**config.mk**
```make
export PLATFORM = sky130hd
export DESIGN_NAME = led_cube_frame_pattern_engine
export DESIGN_NICKNAME = d
export VERILOG_FILES = /design/src/sv/lcfpe_pkg.sv /design/src/sv/lcfpe_idx_unit.sv /design/src/sv/led_cube_frame_pattern_engine.sv
export SDC_FILE = /design/constraint.sdc
export NUM_CORES = 1
export LEC_CHECK = 0
export ABC_CLOCK_PERIOD_IN_PS = 3600
export BUFFER_PORTS_ARGS = -buffer_cell sky130_fd_sc_hd__buf_2
export CAP_MARGIN = 20
export CORE_MARGIN = 3
export CORE_UTILIZATION = 29
export DETAILED_ROUTE_END_ITERATION = 7
export PLACE_DENSITY = 0.49
export SYNTH_ARGS = -nofsm -noshare
export SYNTH_HDL_FRONTEND = slang
export SYNTH_SLANG_ARGS = --single-unit
export TNS_END_PERCENT = 10
```
**constraint.sdc**
```tcl
create_clock -name clk -period 3.6 [get_ports clk]
set_clock_uncertainty 0.2 [all_clocks]
set_input_delay 0.72 -clock clk [delete_from_list [all_inputs] [get_ports clk]]
set_output_delay 0.72 -clock clk [all_outputs]
set_load 0.01 [all_outputs]
```
**src/sv/lcfpe_pkg.sv**
```systemverilog
`timescale 1ns / 1ps

package lcfpe_pkg;

	localparam int LED_COUNT = 64;
	localparam int IDX_W = $clog2(LED_COUNT);
	localparam int EDGE_BITS = 7;

	localparam logic [LED_COUNT-1:0] ROW_KEEP_MASK = 64'h7777_7777_7777_7777;

	localparam logic [IDX_W-1:0] SCROLL_TARGETS [EDGE_BITS] = '{
		6'd51, 6'd35, 6'd19, 6'd3, 6'd7, 6'd11, 6'd15
	};

	localparam logic [2:0] REQ_FILL      = 3'd0;
	localparam logic [2:0] REQ_SET       = 3'd1;
	localparam logic [2:0] REQ_CLEAR     = 3'd2;
	localparam logic [2:0] REQ_CLEAR_ALL = 3'd3;
	localparam logic [2:0] REQ_SCROLL    = 3'd4;
	localparam logic [2:0] REQ_READ      = 3'd5;

	typedef enum logic [2:0] {
		ST_IDLE,
		ST_EXEC,
		ST_FILL_ON,
		ST_FILL_OFF,
		ST_DONE
	} state_t;

	typedef struct packed {
		logic [7:0]           sum;
		logic                 in_range;
		logic [LED_COUNT-1:0] mask;
	} idx_res_t;

endpackage

```
**src/sv/lcfpe_idx_unit.sv**
```systemverilog
`timescale 1ns / 1ps

module lcfpe_idx_unit (
	input  logic [7:0]          idx,
	input  logic [7:0]          addend,
	output lcfpe_pkg::idx_res_t res
);
	import lcfpe_pkg::*;

	always_comb begin
		res.sum      = idx + addend;
		res.in_range = (idx < 8'(LED_COUNT));
		res.mask     = {{(LED_COUNT-1){1'b0}}, 1'b1} << idx[IDX_W-1:0];
	end

endmodule

```
**src/sv/led_cube_frame_pattern_engine.sv**
```systemverilog
// led cube frame pattern engine: one command word at a time
// set, clear, clear all, scroll, read: applied in the exec state, then the done strobe
// pattern fill: repeat_count runs of on_count leds, off_count skipped after each run,
// from start_index, one led position per fill-on cycle through the shared index adder
// busy stays high until the result cycle ends; the receiver cannot stall
// async active-low reset clears the frame and returns to idle
`timescale 1ns / 1ps

module led_cube_frame_pattern_engine (
	input  logic                           clk,
	input  logic                           arst_n,
	input  logic                           start,
	output logic                           busy,
	input  logic [2:0]                     req_type,
	input  logic [7:0]                     start_index,
	input  logic [7:0]                     on_count,
	input  logic [7:0]                     off_count,
	input  logic [7:0]                     repeat_count,
	input  logic [7:0]                     led_index,
	input  logic [6:0]                     scroll_byte,
	output logic                           done,
	output logic [lcfpe_pkg::LED_COUNT-1:0] frame_bits,
	output logic                           led_bit
);
	import lcfpe_pkg::*;

	state_t                state_q, state_d;
	logic [LED_COUNT-1:0]  frame_q, frame_d;
	logic                  led_q, led_d;
	logic [2:0]            req_q;
	logic [7:0]            pos_q, pos_d;
	logic [7:0]            on_q, off_q, idx_q;
	logic [7:0]            k_q, k_d;
	logic [7:0]            r_q, r_d;
	logic [EDGE_BITS-1:0]  edge_q;
	logic [7:0]            unit_idx, unit_add;
	idx_res_t              unit_res;

	lcfpe_idx_unit u_idx (
		.idx    (unit_idx),
		.addend (unit_add),
		.res    (unit_res)
	);

	assign busy       = (state_q != ST_IDLE);
	assign done       = (state_q == ST_DONE);
	assign frame_bits = frame_q;
	assign led_bit    = led_q;

	always_comb begin
		unit_idx = idx_q;
		unit_add = 8'd1;
		if (state_q == ST_FILL_ON || state_q == ST_FILL_OFF) begin
			unit_idx = pos_q;
		end
		if (state_q == ST_FILL_OFF) begin
			unit_add = off_q;
		end
	end

	always_comb begin
		state_d = state_q;
		frame_d = frame_q;
		led_d   = led_q;
		pos_d   = pos_q;
		k_d     = k_q;
		r_d     = r_q;
		case (state_q)
			ST_IDLE: begin
				if (start) begin
					state_d = ST_EXEC;
					led_d   = 1'b0;
					pos_d   = start_index;
					k_d     = on_count;
					r_d     = repeat_count;
				end
			end
			ST_EXEC: begin
				state_d = ST_DONE;
				case (req_q)
					REQ_FILL: begin
						if (on_q != 8'd0 && r_q != 8'd0) begin
							state_d = ST_FILL_ON;
						end
					end
					REQ_SET: begin
						if (unit_res.in_range) begin
							frame_d = frame_q | unit_res.mask;
						end
					end
					REQ_CLEAR: begin
						if (unit_res.in_range) begin
							frame_d = frame_q & ~unit_res.mask;
						end
					end
					REQ_CLEAR_ALL: begin
						frame_d = '0;
					end
					REQ_SCROLL: begin
						frame_d = (frame_q >> 1) & ROW_KEEP_MASK;
						for (int b = 0; b < EDGE_BITS; b++) begin
							if (edge_q[b]) begin
								frame_d[SCROLL_TARGETS[b]] = 1'b1;
							end
						end
					end
					REQ_READ: begin
						led_d = unit_res.in_range & |(frame_q & unit_res.mask);
					end
					default: begin
					end
				endcase
			end
			ST_FILL_ON: begin
				if (unit_res.in_range) begin
					frame_d = frame_q | unit_res.mask;
				end
				pos_d = unit_res.sum;
				k_d   = k_q - 8'd1;
				if (k_q == 8'd1) begin
					state_d = ST_FILL_OFF;
				end
			end
			ST_FILL_OFF: begin
				pos_d = unit_res.sum;
				r_d   = r_q - 8'd1;
				k_d   = on_q;
				if (r_q == 8'd1) begin
					state_d = ST_DONE;
				end else begin
					state_d = ST_FILL_ON;
				end
			end
			ST_DONE: begin
				state_d = ST_IDLE;
			end
			default: begin
				state_d = ST_IDLE;
			end
		endcase
	end

	always_ff @(posedge clk or negedge arst_n) begin
		if (!arst_n) begin
			state_q <= ST_IDLE;
			frame_q <= '0;
			led_q   <= 1'b0;
		end else begin
			state_q <= state_d;
			frame_q <= frame_d;
			led_q   <= led_d;
		end
	end

	always_ff @(posedge clk) begin
		pos_q <= pos_d;
		k_q   <= k_d;
		r_q   <= r_d;
		if (state_q == ST_IDLE && start) begin
			req_q  <= req_type;
			on_q   <= on_count;
			off_q  <= off_count;
			idx_q  <= led_index;
			edge_q <= scroll_byte;
		end
	end

endmodule
```
==> impl_metrics.toml <==
[timing]
report.final.slew_viol_count = 0
min_period_ps = 3250
timing.final.crit_share_pct = 90.2
tns_ps = 0
rsz0062_at_grt = "false"
tightest_slew_ps = 1020
slew_headroom_pct = 29.9
setup_violations = 0
fmax_ghz = 0.308
hold_violations = 0

[place]
io_buffers = 119
gp_congestion = 0.906
dp_hpwl_um = 20600

[finish]
synthToLayoutAreaGrowth_pct = 21.9
fin_nets = 990
n_fill_cell = 2655
utilization_pct = 36.2
drive_gt1_share_pct = 22.6
diodes = 0

[synthesis]
synthFlopType = "dfrtp_1"
synth-seq-area-share_pct = 45.6
netlist_area_um2 = 7550
synthArstFlopShare_pct = 54.0
ys_types = 73
yosys_warnings = 0
synth-seq-cells = 126
avgSynthCellArea_um2 = 9.17
synth_edf_count = 58
netlist_instances = 823
synth_fp_nets = 885

[setup_path]
end_kind = "register"
required_ps = 3760
criticalPathCategory = "register to register"
arrival_ps = 3410
crit_path_start_kind = "register"
crit_fanout = 22

[clock_tree]
clkLatencyLatePin_ps = 430
post-cts-setup-buffers = 0
clkTransAtPathRegs_ps = 70
cts_sinks = 126
root_buffer = "clkbuf_16"
numCtsBuffers = 17
tritoncts = "built"
cts_resized = 0
clock_path_buffers = 2
htreeDepth = 4
ctsHoldBuffers = 0

[grt]
grt_max_degree = 56
grt_pass1_vias = 7077
grt_pass1_wl_um = 44800
grt_antenna_before_repair = 0
grt-ovfl-total = 0
track_usage_pct = 20.6

[power]
peakVddDrop_uv = 296
cellPowerDensity_nw_per_um2 = 773
leakage_nw = 3.76

[floorplan]
die_y_um = 167
row_count = 58
die_area_um2 = 28000
fp.coreArea_um2 = 25400
start_util_pct = 29.7
io_pins = 120
fp.dieW_um = 167

[route]
drt_pass1_iterations = 5
totalWireLength_um = 29300
vias = 7252
drc = 0
viasPerCell = 5.71
drt-wirelength-per-cell_um = 23.0
antenna_left = 0
first_iter_violations = 945

[run]
max-cap-violations = 0

[worst_hold_path]
min_path_type = "primary input to asynchronous set/reset pin"

[status]
status = "completed"
worst paths after layout:
kind | start | endpoint | slack (ps) | depth (start not counted)
hold reg to reg | edge_q[2]$_DFFE_PP_ | frame_bits[19]$_DFFE_PN0P_ | 330 | 2
min in group clk | led_index[0] | idx_q[0]$_DFFE_PP_ | 260 | 1
max in group asynchronous | arst_n | state_q[1]$_DFFE_PN0P_ | 2360 | 2
setup reg to reg | state_q[1]$_DFFE_PN0P_ | led_bit$_DFFE_PN0P_ | 350 | 8
setup / recovery | state_q[1]$_DFFE_PN0P_ | led_bit$_DFFE_PN0P_ | 350 | 8
hold / removal | arst_n | frame_bits[12]$_DFFE_PN0P_ | 140 | 1
critical path, cell delays in order, from the launching register on:
cell and delay, ps:
dfrtp_1 490, nand2b_4 230, buf_4 340, mux2_2 420, nor2_1 790, a221o_1 280
nand3_1 120, nand4_1 160, o41a_1 160
synthesized netlist by cell type, types with 5 or more instances:
library cell,instances,area (µm²)
nor2_1,47,176
buf_2,12,60.1
dfrtp_1,68,1700
mux2i_1,15,150
ha_1,9,113
o21ai_0,139,696
mux2_2,5,56.3
nand2_1,76,285
inv_1,14,52.6
a21oi_1,60,300
xnor2_1,11,96.3
o2bb2ai_1,10,87.6
nor3_1,8,40.0
a22oi_1,53,398
xor2_1,7,61.3
nor4_1,6,37.5
nand2b_1,9,56.3
o31ai_1,6,45.0
nand3_1,20,100
and2_1,6,37.5
edfxtp_1,58,1740
clkbuf_1,50,188
a31oi_1,23,144
and3_1,5,31.3
a32oi_1,8,70.1
o21ai_1,15,75.1
report_power, final:
part | leakage [nW] | switching, W | total (W) | internal [W]
clock | 0.313 | 0.000735 | 0.00187 | 0.00114
sequential | 1.49 | 0.000540 | 0.00253 | 0.00199
combinational | 1.96 | 0.00181 | 0.00271 | 0.000901
total | 3.76 | 0.00308 | 0.00711 | 0.00403
sequential cells by signal, indices dropped and copies added, names as in the netlist:
name        cells
led_bit         1
idx_q           8
state_q         3
req_q           3
edge_q          7
k_q             8
pos_q           8
on_q            8
frame_bits     64
r_q             8
off_q           8
cells in the final DEF (no fill, tap or decap), types with 23 or more instances in the layout:
| cell type | Yosys | final |
|---|---|---|
| o21ai_0 | 139 | 139 |
| buf_2 | 12 | 119 |
| nand2_1 | 76 | 76 |
| dfrtp_1 | 68 | 68 |
| a21oi_1 | 60 | 59 |
| edfxtp_1 | 58 | 58 |
| a22oi_1 | 53 | 53 |
| nor2_1 | 47 | 47 |
| buf_4 | 0 | 34 |
| a31oi_1 | 23 | 23 |
routing by layer:
metal	track usage (%)	vias to the layer above	wire, µm	part of all wire [%]
met3	4.23	47	2020	6.9
met5	0	-	0	0
li1	-	3337	-	-
met2	30.9	305	13100	45
met4	7.01	0	818	2.8
met1	29.7	3563	13400	46
layout make-up:
| class | instances | area [µm²] | share of cell area, % |
|---|---|---|---|
| multi-input cells | 613 | 3770 | 40.9 |
| clock inverters | 12 | 141 | 1.54 |
| well taps | 330 | 413 | 4.49 |
| repair buffers | 155 | 891 | 9.68 |
| inverters | 15 | 56.3 | 0.612 |
| flip-flops and latches | 126 | 3440 | 37.4 |
| clock buffers | 20 | 489 | 5.32 |
kinds of logic after synthesis:
family | share of synthesized area [%]
xor gates and xnor gates | 2.09
buffers and inverters | 4.87
muxes | 3.53
adders and majority gates | 1.76
DFF | 45.6
and+or+nand+nor | 13.5
AOI/OAI and AO/OA | 28.7
through the flow:
| step | area (µm²) | power, W | setup slack (ps) | instances | hold slack (ps) |
|---|---|---|---|---|---|
| 2_1_floorplan | 7550 | 0.00407 | 577 | 823 | 224 |
| 3_3_place_gp | 8570 | 0.00525 | 436 | 1239 | 336 |
| 3_5_place_dp | 8570 | 0.00523 | 397 | 1239 | 323 |
| 4_1_cts | 9200 | 0.00711 | 394 | 1271 | 156 |
| 5_1_grt | 9200 | 0.00752 | 146 | 1271 | 185 |
| 6_report | 9200 | 0.00711 | 353 | 1271 | 140 |
Note: power is estimated with default switching activity, not from simulation.
